[src/sv/assert_macros.svh]
// Assertion macros used by the top level of the tributary selector.
`ifndef ASSERT_MACROS_SVH
`define ASSERT_MACROS_SVH

// Same-cycle implication, sampled on clk, off while rst_n is low.
`define ASSERT_IMP(label, ante, cons) \
  label: assert property (@(posedge clk) disable iff (!rst_n) (ante) |-> (cons)) \
    else $error("assertion failed: same-cycle implication");

// Next-cycle implication, sampled on clk, off while rst_n is low.
`define ASSERT_NEXT(label, ante, cons) \
  label: assert property (@(posedge clk) disable iff (!rst_n) (ante) |=> (cons)) \
    else $error("assertion failed: next-cycle implication");

`endif

[src/sv/pts_pkg.sv]
// Shared constants, types and helpers of the tributary selector.
package pts_pkg;

  localparam int INDEX_BITS_DEF = 32;
  localparam int AREA_BITS_DEF  = 32;

  localparam int TRIB_SLOTS   = 4;
  localparam int SLOT_BITS    = 2;
  localparam int COUNT_BITS   = 3;
  localparam int NBR_COUNT    = 8;
  localparam int NBR_POS_BITS = 3;
  localparam int MASK_BITS    = 8;
  localparam int COLS_BITS    = 16;
  localparam int CODE_BITS    = 4;
  localparam int EMIT_BITS    = 4;
  localparam int QUEUE_DEPTH  = 4;
  localparam int CFG_INDEX_BITS = 2;

  typedef enum logic [CFG_INDEX_BITS-1:0] {
    REG_AREA_THRESHOLD = 2'd0,
    REG_GRID_COLUMNS   = 2'd1,
    REG_OUTLET_CELL    = 2'd2
  } cfg_reg_t;

  typedef enum logic [1:0] {
    STEP_NONE  = 2'b00,
    STEP_PLUS  = 2'b01,
    STEP_MINUS = 2'b10
  } step_t;

  // Row and column step of each neighbor position.
  localparam step_t ROW_STEP [NBR_COUNT] = '{
    STEP_MINUS, STEP_MINUS, STEP_MINUS, STEP_NONE,
    STEP_PLUS,  STEP_PLUS,  STEP_PLUS,  STEP_NONE
  };
  localparam step_t COL_STEP [NBR_COUNT] = '{
    STEP_PLUS,  STEP_NONE,  STEP_MINUS, STEP_MINUS,
    STEP_MINUS, STEP_NONE,  STEP_PLUS,  STEP_PLUS
  };

  typedef enum logic {
    KIND_NEXT   = 1'b0,
    KIND_OUTLET = 1'b1
  } record_kind_t;

  typedef struct packed {
    logic [TRIB_SLOTS-1:0] slot_valid;
    logic                  listing;
  } tbl_status_t;

  // Width of one queued transaction between selector and table.
  function automatic int item_bits(input int index_bits, input int area_bits);
    return 2 + area_bits + 2 * NBR_POS_BITS + index_bits;
  endfunction

  function automatic int bytes_up(input int bits);
    return ((bits + 7) / 8) * 8;
  endfunction

endpackage

[src/sv/pts_select.sv]
// Front end: qualifies neighbors and picks main and tributary in a 3-stage tree.
module pts_select
  import pts_pkg::*;
#(
  parameter int INDEX_BITS = INDEX_BITS_DEF,
  parameter int AREA_BITS  = AREA_BITS_DEF,
  localparam int ITEM_W    = item_bits(INDEX_BITS, AREA_BITS)
) (
  input  logic                                 clk,
  input  logic                                 rst_n,
  input  logic                                 in_valid,
  output logic                                 in_ready,
  input  logic [INDEX_BITS-1:0]                in_cell,
  input  logic [AREA_BITS-1:0]                 in_area,
  input  logic [MASK_BITS-1:0]                 in_mask,
  input  logic [NBR_COUNT-1:0][AREA_BITS-1:0]  in_nbr_area,
  input  logic [AREA_BITS-1:0]                 area_threshold,
  output logic                                 item_valid,
  input  logic                                 item_ready,
  output logic [ITEM_W-1:0]                    item
);

  typedef struct packed {
    logic                    m_ok;
    logic [AREA_BITS-1:0]    m_area;
    logic [NBR_POS_BITS-1:0] m_pos;
    logic                    s_ok;
    logic [AREA_BITS-1:0]    s_area;
    logic [NBR_POS_BITS-1:0] s_pos;
  } top2_t;

  typedef struct packed {
    logic                    walk_end;
    logic                    sec_ok;
    logic [AREA_BITS-1:0]    sec_area;
    logic [NBR_POS_BITS-1:0] sec_pos;
    logic [NBR_POS_BITS-1:0] main_pos;
    logic [INDEX_BITS-1:0]   stem_idx;
  } q_item_t;

  // Merge of two top-two lists; l holds the earlier neighbors, ties keep l.
  function automatic top2_t merge(input top2_t l, input top2_t r);
    top2_t res;
    logic  r_wins;
    r_wins = r.m_ok && (!l.m_ok || (r.m_area > l.m_area));
    if (r_wins) begin
      res.m_ok   = r.m_ok;
      res.m_area = r.m_area;
      res.m_pos  = r.m_pos;
      if (r.s_ok && (!l.m_ok || (r.s_area > l.m_area))) begin
        res.s_ok   = r.s_ok;
        res.s_area = r.s_area;
        res.s_pos  = r.s_pos;
      end else begin
        res.s_ok   = l.m_ok;
        res.s_area = l.m_area;
        res.s_pos  = l.m_pos;
      end
    end else begin
      res.m_ok   = l.m_ok;
      res.m_area = l.m_area;
      res.m_pos  = l.m_pos;
      if (r.m_ok && (!l.s_ok || (r.m_area > l.s_area))) begin
        res.s_ok   = r.m_ok;
        res.s_area = r.m_area;
        res.s_pos  = r.m_pos;
      end else begin
        res.s_ok   = l.s_ok;
        res.s_area = l.s_area;
        res.s_pos  = l.s_pos;
      end
    end
    return res;
  endfunction

  logic                  walk_go;
  top2_t                 leaf [NBR_COUNT];
  top2_t                 pair_nxt [NBR_COUNT/2];
  top2_t                 half_nxt [NBR_COUNT/4];
  top2_t                 full;
  q_item_t               item_nxt;
  logic                  adv1, adv2, adv3;

  logic                  s1_valid_r;
  top2_t                 s1_pair_r [NBR_COUNT/2];
  logic [INDEX_BITS-1:0] s1_cell_r;
  logic                  s2_valid_r;
  top2_t                 s2_half_r [NBR_COUNT/4];
  logic [INDEX_BITS-1:0] s2_cell_r;
  logic                  s3_valid_r;
  q_item_t               s3_item_r;

  assign adv3     = !s3_valid_r || item_ready;
  assign adv2     = !s2_valid_r || adv3;
  assign adv1     = !s1_valid_r || adv2;
  assign in_ready = adv1;

  assign walk_go = (in_area >= area_threshold) && (in_mask != '0);

  always_comb begin
    for (int p = 0; p < NBR_COUNT; p++) begin
      leaf[p].m_ok   = walk_go && in_mask[MASK_BITS-1-p] && (in_nbr_area[p] > area_threshold);
      leaf[p].m_area = in_nbr_area[p];
      leaf[p].m_pos  = NBR_POS_BITS'(p);
      leaf[p].s_ok   = 1'b0;
      leaf[p].s_area = '0;
      leaf[p].s_pos  = '0;
    end
    for (int i = 0; i < NBR_COUNT/2; i++) begin
      pair_nxt[i] = merge(leaf[2*i], leaf[2*i+1]);
    end
    for (int i = 0; i < NBR_COUNT/4; i++) begin
      half_nxt[i] = merge(s1_pair_r[2*i], s1_pair_r[2*i+1]);
    end
    full = merge(s2_half_r[0], s2_half_r[1]);
    item_nxt.walk_end = !full.m_ok;
    item_nxt.sec_ok   = full.s_ok;
    item_nxt.sec_area = full.s_area;
    item_nxt.sec_pos  = full.s_pos;
    item_nxt.main_pos = full.m_pos;
    item_nxt.stem_idx = s2_cell_r;
  end

  always_ff @(posedge clk) begin
    if (!rst_n) begin
      s1_valid_r <= 1'b0;
      s2_valid_r <= 1'b0;
      s3_valid_r <= 1'b0;
    end else begin
      if (adv1) s1_valid_r <= in_valid;
      if (adv2) s2_valid_r <= s1_valid_r;
      if (adv3) s3_valid_r <= s2_valid_r;
    end
  end

  always_ff @(posedge clk) begin
    if (adv1 && in_valid) begin
      s1_pair_r <= pair_nxt;
      s1_cell_r <= in_cell;
    end
    if (adv2 && s1_valid_r) begin
      s2_half_r <= half_nxt;
      s2_cell_r <= s1_cell_r;
    end
    if (adv3 && s2_valid_r) begin
      s3_item_r <= item_nxt;
    end
  end

  assign item_valid = s3_valid_r;
  assign item       = s3_item_r;

endmodule

[src/sv/pts_queue.sv]
// Short register queue between the front end and the tributary table.
module pts_queue
  import pts_pkg::*;
#(
  parameter int WIDTH = 8,
  parameter int DEPTH = QUEUE_DEPTH
) (
  input  logic             clk,
  input  logic             rst_n,
  input  logic             push_valid,
  output logic             push_ready,
  input  logic [WIDTH-1:0] push_data,
  output logic             pop_valid,
  input  logic             pop_ready,
  output logic [WIDTH-1:0] pop_data
);

  localparam int PTR_BITS = $clog2(DEPTH);
  localparam int CNT_BITS = $clog2(DEPTH + 1);

  // DEPTH is a power of two so the pointers wrap on their own.
  logic [WIDTH-1:0]    slot_r [DEPTH];
  logic [PTR_BITS-1:0] wr_ptr_r, rd_ptr_r;
  logic [CNT_BITS-1:0] count_r, count_nxt;
  logic                push, pop;

  assign push_ready = count_r != CNT_BITS'(DEPTH);
  assign pop_valid  = count_r != '0;
  assign pop_data   = slot_r[rd_ptr_r];
  assign push       = push_valid && push_ready;
  assign pop        = pop_valid && pop_ready;

  always_comb begin
    count_nxt = count_r;
    if (push && !pop) count_nxt = count_r + CNT_BITS'(1);
    else if (pop && !push) count_nxt = count_r - CNT_BITS'(1);
  end

  always_ff @(posedge clk) begin
    if (!rst_n) begin
      wr_ptr_r <= '0;
      rd_ptr_r <= '0;
      count_r  <= '0;
    end else begin
      if (push) wr_ptr_r <= wr_ptr_r + PTR_BITS'(1);
      if (pop) rd_ptr_r <= rd_ptr_r + PTR_BITS'(1);
      count_r <= count_nxt;
    end
  end

  always_ff @(posedge clk) begin
    if (push) slot_r[wr_ptr_r] <= push_data;
  end

endmodule

[src/sv/pts_table.sv]
// Back end: tributary table update, outlet list walk and output register.
module pts_table
  import pts_pkg::*;
#(
  parameter int INDEX_BITS = INDEX_BITS_DEF,
  parameter int AREA_BITS  = AREA_BITS_DEF,
  localparam int ITEM_W    = item_bits(INDEX_BITS, AREA_BITS)
) (
  input  logic                  clk,
  input  logic                  rst_n,
  input  logic                  item_valid,
  output logic                  item_ready,
  input  logic [ITEM_W-1:0]     item,
  input  logic [COLS_BITS-1:0]  grid_columns,
  input  logic [INDEX_BITS-1:0] outlet_cell,
  output logic                  out_valid,
  input  logic                  out_ready,
  output record_kind_t          out_kind,
  output logic [INDEX_BITS-1:0] out_cell,
  output logic [CODE_BITS-1:0]  out_code,
  output logic                  out_last,
  output tbl_status_t           status
);

  typedef struct packed {
    logic                    walk_end;
    logic                    sec_ok;
    logic [AREA_BITS-1:0]    sec_area;
    logic [NBR_POS_BITS-1:0] sec_pos;
    logic [NBR_POS_BITS-1:0] main_pos;
    logic [INDEX_BITS-1:0]   stem_idx;
  } q_item_t;

  function automatic logic [INDEX_BITS-1:0] nbr_index(
    input logic [INDEX_BITS-1:0]   base_idx,
    input logic [INDEX_BITS-1:0]   cols,
    input logic [NBR_POS_BITS-1:0] pos
  );
    logic [INDEX_BITS-1:0] row_term;
    logic [INDEX_BITS-1:0] col_term;
    case (ROW_STEP[pos])
      STEP_PLUS:  row_term = cols;
      STEP_MINUS: row_term = -cols;
      default:    row_term = '0;
    endcase
    case (COL_STEP[pos])
      STEP_PLUS:  col_term = INDEX_BITS'(1);
      STEP_MINUS: col_term = '1;
      default:    col_term = '0;
    endcase
    return base_idx + row_term + col_term;
  endfunction

  q_item_t               item_q;
  logic [INDEX_BITS-1:0] cols_ext, main_cell, sec_cell;

  logic [TRIB_SLOTS-1:0] slot_valid_r;
  logic [AREA_BITS-1:0]  slot_area_r  [TRIB_SLOTS];
  logic [INDEX_BITS-1:0] trib_cell_r  [TRIB_SLOTS];
  logic [INDEX_BITS-1:0] trunk_cell_r [TRIB_SLOTS];
  logic [AREA_BITS-1:0]  min_area_r;
  logic [SLOT_BITS-1:0]  min_slot_r;
  logic [EMIT_BITS-1:0]  emit_idx_r;

  logic                  out_valid_r;
  record_kind_t          out_kind_r;
  logic [INDEX_BITS-1:0] out_cell_r;
  logic [CODE_BITS-1:0]  out_code_r;
  logic                  out_last_r;

  logic [TRIB_SLOTS-1:0] sh_valid;
  logic [AREA_BITS-1:0]  sh_area  [TRIB_SLOTS];
  logic [INDEX_BITS-1:0] sh_trib  [TRIB_SLOTS];
  logic [INDEX_BITS-1:0] sh_trunk [TRIB_SLOTS];
  logic [SLOT_BITS-1:0]  pick01, pick23, min_slot_nxt;
  logic [AREA_BITS-1:0]  area01, area23, min_area_nxt;

  logic                  out_free, fire, do_insert, list_done, list_clear;
  logic [COUNT_BITS-1:0] count;
  logic [EMIT_BITS-1:0]  last_idx, emit_idx_nxt;
  logic [SLOT_BITS-1:0]  slot_sel;
  record_kind_t          rec_kind;
  logic [INDEX_BITS-1:0] rec_cell;
  logic [CODE_BITS-1:0]  rec_code;
  logic                  rec_last;

  assign item_q    = q_item_t'(item);
  assign cols_ext  = INDEX_BITS'(grid_columns);
  assign main_cell = nbr_index(item_q.stem_idx, cols_ext, item_q.main_pos);
  assign sec_cell  = nbr_index(item_q.stem_idx, cols_ext, item_q.sec_pos);

  // Table as it would stand after an insert: drop the min slot, append at top.
  always_comb begin
    for (int i = 0; i < TRIB_SLOTS - 1; i++) begin
      if (SLOT_BITS'(i) >= min_slot_r) begin
        sh_valid[i] = slot_valid_r[i+1];
        sh_area[i]  = slot_area_r[i+1];
        sh_trib[i]  = trib_cell_r[i+1];
        sh_trunk[i] = trunk_cell_r[i+1];
      end else begin
        sh_valid[i] = slot_valid_r[i];
        sh_area[i]  = slot_area_r[i];
        sh_trib[i]  = trib_cell_r[i];
        sh_trunk[i] = trunk_cell_r[i];
      end
    end
    sh_valid[TRIB_SLOTS-1] = 1'b1;
    sh_area[TRIB_SLOTS-1]  = item_q.sec_area;
    sh_trib[TRIB_SLOTS-1]  = sec_cell;
    sh_trunk[TRIB_SLOTS-1] = main_cell;

    // first smallest area, lowest slot on ties
    pick01 = (sh_area[1] < sh_area[0]) ? 2'd1 : 2'd0;
    area01 = (sh_area[1] < sh_area[0]) ? sh_area[1] : sh_area[0];
    pick23 = (sh_area[3] < sh_area[2]) ? 2'd3 : 2'd2;
    area23 = (sh_area[3] < sh_area[2]) ? sh_area[3] : sh_area[2];
    min_slot_nxt = (area23 < area01) ? pick23 : pick01;
    min_area_nxt = (area23 < area01) ? area23 : area01;
  end

  // Valid slots always sit at the top of the table, so the k-th one is fixed.
  always_comb begin
    count = '0;
    for (int i = 0; i < TRIB_SLOTS; i++) begin
      count = count + COUNT_BITS'(slot_valid_r[i]);
    end
  end

  assign last_idx  = EMIT_BITS'({count, 1'b0});
  assign list_done = emit_idx_r == last_idx;
  assign slot_sel  = SLOT_BITS'(EMIT_BITS'(TRIB_SLOTS) - EMIT_BITS'(count)
                                + ((emit_idx_r - EMIT_BITS'(1)) >> 1));

  assign out_free   = !out_valid_r || out_ready;
  assign fire       = item_valid && out_free;
  assign do_insert  = fire && !item_q.walk_end && item_q.sec_ok
                      && (item_q.sec_area > min_area_r);
  assign list_clear = fire && item_q.walk_end && list_done;
  assign item_ready = fire && (!item_q.walk_end || list_done);

  always_comb begin
    if (!item_q.walk_end) begin
      rec_kind = KIND_NEXT;
      rec_cell = main_cell;
      rec_code = '0;
      rec_last = 1'b0;
    end else begin
      rec_kind = KIND_OUTLET;
      rec_code = CODE_BITS'(emit_idx_r + EMIT_BITS'(1));
      rec_last = list_done;
      if (emit_idx_r == '0) rec_cell = outlet_cell;
      else if (emit_idx_r[0]) rec_cell = trib_cell_r[slot_sel];
      else rec_cell = trunk_cell_r[slot_sel];
    end
    emit_idx_nxt = emit_idx_r;
    if (fire && item_q.walk_end) begin
      emit_idx_nxt = list_done ? '0 : emit_idx_r + EMIT_BITS'(1);
    end
  end

  always_ff @(posedge clk) begin
    if (!rst_n) begin
      out_valid_r  <= 1'b0;
      emit_idx_r   <= '0;
      slot_valid_r <= '0;
      min_area_r   <= '0;
      min_slot_r   <= '0;
      for (int i = 0; i < TRIB_SLOTS; i++) slot_area_r[i] <= '0;
    end else begin
      out_valid_r <= fire || (out_valid_r && !out_ready);
      emit_idx_r  <= emit_idx_nxt;
      if (list_clear) begin
        slot_valid_r <= '0;
        min_area_r   <= '0;
        min_slot_r   <= '0;
        for (int i = 0; i < TRIB_SLOTS; i++) slot_area_r[i] <= '0;
      end else if (do_insert) begin
        slot_valid_r <= sh_valid;
        slot_area_r  <= sh_area;
        min_area_r   <= min_area_nxt;
        min_slot_r   <= min_slot_nxt;
      end
    end
  end

  always_ff @(posedge clk) begin
    if (do_insert) begin
      trib_cell_r  <= sh_trib;
      trunk_cell_r <= sh_trunk;
    end
    if (fire) begin
      out_kind_r <= rec_kind;
      out_cell_r <= rec_cell;
      out_code_r <= rec_code;
      out_last_r <= rec_last;
    end
  end

  assign out_valid = out_valid_r;
  assign out_kind  = out_kind_r;
  assign out_cell  = out_cell_r;
  assign out_code  = out_code_r;
  assign out_last  = out_last_r;

  assign status.slot_valid = slot_valid_r;
  assign status.listing    = emit_idx_r != '0;

endmodule

[src/sv/pfafstetter_tributary_selector.sv]
// Top level of the Pfafstetter tributary selector: config, front end, queue, table.
// Usage:
//   in_*  : one main-stem cell per transaction (index, area, upstream mask,
//           eight neighbor areas). Accepted whenever in_tready is high.
//   out_* : records. tuser 0 = next main-stem cell, tuser 1 = sub-basin outlet
//           record with code in tdata; tlast marks the end of an outlet list.
//   cfg_* : register writes (threshold, grid columns, outlet cell), always
//           ready; write only while no cell is in flight.
// Path: a next-cell record passes the three selection stages, one queue slot
//   and the output register before it is valid on out_*.
// Throughput: one cell per cycle while the walk goes on and out_tready is high.
//   A walk end produces 2n+1 outlet records (n = kept tributaries, up to 4),
//   one per cycle while out_tready is high; the table unit is busy with them
//   while the front end keeps accepting into its 3 stages and the 4-entry queue.
// Reset: empties pipeline, queue and output register, clears the tributary
//   table and sets registers to threshold 0, columns 1, outlet 0.
// Stall: the output register holds its record while out_tready is low; the
//   queue and the front stages fill, then in_tready drops.
`include "assert_macros.svh"

module pfafstetter_tributary_selector
  import pts_pkg::*;
#(
  parameter int INDEX_BITS = INDEX_BITS_DEF,
  parameter int AREA_BITS  = AREA_BITS_DEF,
  localparam int IN_W  = bytes_up(INDEX_BITS + (1 + NBR_COUNT) * AREA_BITS + MASK_BITS),
  localparam int OUT_W = bytes_up(INDEX_BITS + CODE_BITS),
  localparam int CFG_W = (INDEX_BITS > AREA_BITS) ? INDEX_BITS : AREA_BITS
) (
  input  logic                      clk,
  input  logic                      rst_n,
  input  logic                      in_tvalid,
  output logic                      in_tready,
  // cell_index, cell_area, upstream_mask, nbr_area_0 .. nbr_area_7
  input  logic [IN_W-1:0]           in_tdata,
  output logic                      out_tvalid,
  input  logic                      out_tready,
  // cell_out, basin_code
  output logic [OUT_W-1:0]          out_tdata,
  // record_kind
  output logic                      out_tuser,
  output logic                      out_tlast,
  input  logic                      cfg_valid,
  output logic                      cfg_ready,
  input  logic [CFG_INDEX_BITS-1:0] cfg_index,
  input  logic [CFG_W-1:0]          cfg_data
);

  localparam int ITEM_W   = item_bits(INDEX_BITS, AREA_BITS);
  localparam int OFF_AREA = INDEX_BITS;
  localparam int OFF_MASK = INDEX_BITS + AREA_BITS;
  localparam int OFF_NBR  = OFF_MASK + MASK_BITS;

  logic [AREA_BITS-1:0]                area_threshold_r;
  logic [COLS_BITS-1:0]                grid_columns_r;
  logic [INDEX_BITS-1:0]               outlet_cell_r;

  logic [NBR_COUNT-1:0][AREA_BITS-1:0] nbr_area;
  logic                                sel_valid, sel_ready;
  logic [ITEM_W-1:0]                   sel_item;
  logic                                q_pop_valid, q_pop_ready;
  logic [ITEM_W-1:0]                   q_pop_data;
  record_kind_t                        out_kind;
  logic [INDEX_BITS-1:0]               out_cell;
  logic [CODE_BITS-1:0]                out_code;
  tbl_status_t                         tbl_status;

  assign cfg_ready = 1'b1;

  always_ff @(posedge clk) begin
    if (!rst_n) begin
      area_threshold_r <= '0;
      grid_columns_r   <= COLS_BITS'(1);
      outlet_cell_r    <= '0;
    end else if (cfg_valid && cfg_ready) begin
      case (cfg_reg_t'(cfg_index))
        REG_AREA_THRESHOLD: area_threshold_r <= cfg_data[AREA_BITS-1:0];
        REG_GRID_COLUMNS:   grid_columns_r   <= cfg_data[COLS_BITS-1:0];
        REG_OUTLET_CELL:    outlet_cell_r    <= cfg_data[INDEX_BITS-1:0];
        default: ;
      endcase
    end
  end

  always_comb begin
    for (int p = 0; p < NBR_COUNT; p++) begin
      nbr_area[p] = in_tdata[OFF_NBR + p*AREA_BITS +: AREA_BITS];
    end
  end

  pts_select #(
    .INDEX_BITS (INDEX_BITS),
    .AREA_BITS  (AREA_BITS)
  ) u_select (
    .clk            (clk),
    .rst_n          (rst_n),
    .in_valid       (in_tvalid),
    .in_ready       (in_tready),
    .in_cell        (in_tdata[INDEX_BITS-1:0]),
    .in_area        (in_tdata[OFF_AREA +: AREA_BITS]),
    .in_mask        (in_tdata[OFF_MASK +: MASK_BITS]),
    .in_nbr_area    (nbr_area),
    .area_threshold (area_threshold_r),
    .item_valid     (sel_valid),
    .item_ready     (sel_ready),
    .item           (sel_item)
  );

  pts_queue #(
    .WIDTH (ITEM_W),
    .DEPTH (QUEUE_DEPTH)
  ) u_queue (
    .clk        (clk),
    .rst_n      (rst_n),
    .push_valid (sel_valid),
    .push_ready (sel_ready),
    .push_data  (sel_item),
    .pop_valid  (q_pop_valid),
    .pop_ready  (q_pop_ready),
    .pop_data   (q_pop_data)
  );

  pts_table #(
    .INDEX_BITS (INDEX_BITS),
    .AREA_BITS  (AREA_BITS)
  ) u_table (
    .clk          (clk),
    .rst_n        (rst_n),
    .item_valid   (q_pop_valid),
    .item_ready   (q_pop_ready),
    .item         (q_pop_data),
    .grid_columns (grid_columns_r),
    .outlet_cell  (outlet_cell_r),
    .out_valid    (out_tvalid),
    .out_ready    (out_tready),
    .out_kind     (out_kind),
    .out_cell     (out_cell),
    .out_code     (out_code),
    .out_last     (out_tlast),
    .status       (tbl_status)
  );

  assign out_tdata = OUT_W'({out_code, out_cell});
  assign out_tuser = out_kind;

  `ASSERT_IMP(a_slots_packed_high, 1'b1, (tbl_status.slot_valid == 4'b0000) || (tbl_status.slot_valid == 4'b1000) || (tbl_status.slot_valid == 4'b1100) || (tbl_status.slot_valid == 4'b1110) || (tbl_status.slot_valid == 4'b1111))
  `ASSERT_IMP(a_listing_holds_item, tbl_status.listing, q_pop_valid)
  `ASSERT_IMP(a_last_only_outlet, out_tvalid && out_tlast, out_tuser == KIND_OUTLET)
  `ASSERT_NEXT(a_cols_written, cfg_valid && cfg_ready && (cfg_index == REG_GRID_COLUMNS), grid_columns_r == $past(cfg_data[COLS_BITS-1:0]))

endmodule
[config.mk]
export PLATFORM = sky130hd
export DESIGN_NAME = pfafstetter_tributary_selector
export DESIGN_NICKNAME = d
export VERILOG_FILES = /design/src/sv/pts_pkg.sv /design/src/sv/pts_select.sv /design/src/sv/pts_queue.sv /design/src/sv/pts_table.sv /design/src/sv/pfafstetter_tributary_selector.sv
export VERILOG_INCLUDE_DIRS = /design/src /design/src/sv
export SDC_FILE = /design/constraint.sdc
export NUM_CORES = 2
export LEC_CHECK = 0
export ABC_AREA = 1
export BUFFER_PORTS_ARGS = -buffer_cell sky130_fd_sc_hd__buf_4
export CAP_MARGIN = 20
export CELL_PAD_IN_SITES_DETAIL_PLACEMENT = 1
export CELL_PAD_IN_SITES_GLOBAL_PLACEMENT = 1
export CORE_MARGIN = 5
export CORE_UTILIZATION = 25
export DETAILED_ROUTE_END_ITERATION = 10
export GPL_TIMING_DRIVEN = 0
export MAX_ROUTING_LAYER = met4
export PLACE_DENSITY = 0.43
export SYNTH_ARGS = -nofsm -noshare
export SYNTH_HDL_FRONTEND = slang
export SYNTH_SLANG_ARGS = --single-unit
[constraint.sdc]
create_clock -name clk -period 26.5 [get_ports clk]
set_input_delay 1.325 -clock clk [delete_from_list [all_inputs] [get_ports clk]]
set_output_delay 1.325 -clock clk [all_outputs]
set_load 0.1 [all_outputs]
==> flow_metrics.py <==
metrics = {
    "drt": {
        "ant_nets": 0,
        "drtIter0Drc": 3517,
        "drc": 0,
        "via_per_inst": 4.85,
        "routedWlPerCell_um": 26.1,
        "routed_wl_um": 359000,
        "via_count": 66600,
        "first_pass_iters": 7,
    },
    "min_path": {
        "worst_hold_path_type": "reg -> reg",
        "hold_end": "u_select.item[3]$_DFFE_PP_",
        "hold_start": "u_select.s2_cell_r[3]$_DFFE_PP_",
        "holdPathStages": 0,
    },
    "cts": {
        "holdBufCountCts": 0,
        "cts_buffers": 175,
        "post_cts_buffers": 0,
        "clk_pin_slew_ns": 0.06,
        "cts_tree": "done",
        "postCtsResizedCells": 0,
        "clk_latency_ns": 0.88,
        "root_buffer": "clkbuf_16",
        "h-tree-depth": 4,
        "clock_path_buffers": 4,
        "cts.sinks": 1397,
    },
    "synthesis": {
        "synth_edf_count": 1134,
        "ys_seq_area_share_pct": 48.5,
        "synth-compound-area-share_pct": 15.6,
        "synth_cell_types": 61,
        "synth_xor_area_share_pct": 0.832,
        "ys_ff_latch": 1397,
        "ys.flop_type": "edfxtp_1",
        "synth_top_area_share_pct": 42.0,
        "async_reset_ff_share_pct": 0,
        "yosys-top-cells-area": "edfxtp_1 (42%), ha_1 (14%), nand2_1 (6.7%), dfxtp_1 (6.5%), o21ai_0 (5.5%)",
        "synth_area_per_cell_um2": 9.40,
        "synth-simple-area-share_pct": 12.6,
        "synthCells": 8621,
        "synth_top_family_by_area": "compound AO/OA/AOI/OAI gates",
        "synth_mux_area_share_pct": 0.111,
        "yosysTopAreaCell": "edfxtp_1",
        "synth_fa_ha_area_share_pct": 15.5,
        "synth_warnings": 0,
        "synth_area_mm2": 0.0810,
    },
    "setup_path": {
        "worstPathArrival_ns": 9.48,
        "max_stage_delay_ns": 0.75,
        "critPathMaxFanout": 10,
        "rr_worst_depth": 26,
        "crit_path_end_kind": "flop",
        "cp_slowest_cell": "a21oi_1",
        "cp_data_required_time_ns": 27.16,
        "critPathKind": "reg -> reg",
        "cp-start-kind": "flop",
        "rrSetupSlack_ns": 17.68,
        "rr_endpoint": "u_table.min_area_r[30]$_SDFFE_PP0P_",
        "cpMostUsedCell": "clkbuf_1",
    },
    "die": {
        "dieArea_mm2": 0.336,
        "core_area_mm2": 0.323,
        "die_h_um": 579,
        "io_pins": 412,
        "initial_core_util_pct": 25.0,
        "die_w_um": 579,
        "rows": 209,
    },
    "timing": {
        "final.min_clock_period_ns": 8.82,
        "maxSlewHeadroom_pct": 12.8,
        "rsz0062_at_grt": "no",
        "setup_viol": 0,
        "hold_viol": 0,
        "slew_violations": 0,
        "fmax_mhz": 113,
        "finalHoldWorstSlack_ns": 0.388,
        "tns_ns": 0,
        "fin_worst_skew_ns": 0.0836,
        "fin_crit_sh_pct": 33.3,
        "worst_slew_pin_slew_ns": 1.31,
    },
    "placement": {
        "hpwl_um": 292000,
        "gp_congestion": 0.871,
        "io_buffer_count": 406,
        "dp_cells": 13400,
    },
    "job": {
        "drv_cap": 0,
    },
    "global_route": {
        "gr-usage-all-layers_pct": 21.4,
        "grt_max_degree": 128,
        "overflow": 0,
        "antenna_found_initial": 15,
        "grt_pass1_wl_um": 509000,
        "grt_pass1_vias": 70700,
    },
    "cells_and_area": {
        "drive_gt1_share_pct": 8.41,
        "fillers": 37100,
        "nets": 10600,
        "final_cell_count_no_fill": 13700,
        "syn_to_final_growth_pct": 19.0,
    },
    "pwr": {
        "p_leak_nw": 39.2,
        "power_density_mw_per_mm2": 147,
        "ir_worst_vdd_v": 0.000204,
        "power_mw": 14.1,
    },
    "run_status": {
        "status": "finished, final reports clean",
    },
}
[metrics by stage]
stage               instance area, µm²  utilization, %  setup WS [ns]
finish                           96400            29.8          17.68
global route                     96400            29.8          17.03
CTS                              96400            29.8          17.40
detailed placement               90700            28.0          17.46
global placement                 89500            27.7           3.34
floorplan                        81000               -          11.53
[per-layer routing]
layer | vias to the layer above | share of wire, % | track usage, % | wire length (µm)
met5 | - | 0 | - | 0
met4 | 0 | 4.4 | 8.03 | 15900
met3 | 425 | 2.6 | 1.84 | 9150
met2 | 1140 | 47 | 35.5 | 170000
met1 | 33300 | 46 | 27.3 | 163000
li1 | 31700 | - | - | -
[cell families (layout without fill, tap and decap cells)]
kind of cell,after synthesis,after routing
and+or+nand+nor,2487,2487
AOI/OAI and AO/OA,2252,2252
buffers and inverters,1432,2216
DFF,1397,1397
adders and majority gates,965,965
xor gates and xnor gates,77,77
muxes,9,9
other,2,8
[layout make-up]
| class | instances | area (µm²) | share of cell area [%] |
|---|---|---|---|
| timing repair buffer | 467 | 4210 | 4.36 |
| inverter | 1065 | 4020 | 4.17 |
| clock buffer | 224 | 4700 | 4.87 |
| multi-input combinational | 5795 | 36300 | 37.7 |
| tap | 4325 | 5410 | 5.61 |
| antenna | 3 | 7.51 | 0.00779 |
| buffer | 367 | 1450 | 1.51 |
| sequential | 1397 | 39300 | 40.8 |
| clock inverter | 93 | 978 | 1.01 |
[how the worst max path moves through the flow]
stage                    from                             endpoint  slack (ns)  depth (start not counted)
CTS                      flop  u_table.min_area_r[14]$_SDFFE_PP0P_       17.40                         26
floorplan           in_tvalid      u_select.s1_cell_r[0]$_DFFE_PP_       11.53                          2
global placement    in_tvalid      u_select.s1_cell_r[3]$_DFFE_PP_        3.34                          3
global route             flop  u_table.min_area_r[24]$_SDFFE_PP0P_       17.03                         26
detailed placement       flop  u_table.min_area_r[14]$_SDFFE_PP0P_       17.46                         26
finish                   flop  u_table.min_area_r[30]$_SDFFE_PP0P_       17.68                         26
[cell usage after synthesis (31+ instances only)]
master	instances
nand2_1	1444
nor4_1	31
edfxtp_1	1134
o22ai_1	264
a32o_1	36
xor2_1	60
nor3_1	55
clkbuf_1	310
nand3_1	331
dfxtp_1	263
o21ai_0	898
a21oi_1	721
inv_1	1054
nor2_1	499
fa_1	66
nand4_1	91
o221ai_1	35
a211oi_1	107
ha_1	899
[critical path: cells and delay by family, from the launching register on]
family          cells  cell delay (ns)
simple gates       10             1.91
compound gates      7             2.31
flops               1             0.33
buf+inv             7             3.40
fa+ha+maj           2             0.65
[report_power, final]
group          leakage, nW  switching (mW)  internal, mW
clock network         2.74            1.00          1.42
registers             12.8           0.228          3.07
logic                 23.6            6.02          2.40
[cell usage in the layout (no fill, tap or decap), drive strengths merged, types with 5 or more instances in the layout]
cell         n
a211oi     107
o211ai      23
buf        522
a32oi       21
a21o         6
fa          66
a32o        36
xor2        60
clkbuf     535
edfxtp    1134
o221ai      35
o31ai        7
ha         899
a31oi       22
o2111ai     12
o221a        5
dfxtp      263
o22ai      264
inv       1066
nor4        31
xnor2       17
nand3      331
o21a        13
nor3        55
o21ai      920
nor2       500
nand2     1450
a221oi      13
mux2i        9
nand4       91
a2111oi      5
a22oi       10
clkinv      64
o21bai      14
clkinvlp    11
or2         13
bufinv      17
conb         5
a21oi      721
[flip-flops by register name, summed over array words and instances, names as in the netlist, 72 cells and up, named ones only]
name	flops
u_select.s2_half_r	141
u_table.trib_cell_r	128
u_select.item	72
u_table.trunk_cell_r	128
u_queue.slot_r	288
u_select.s1_pair_r	275
u_table.slot_area_r	128
Power figures use the tool's default switching activity.
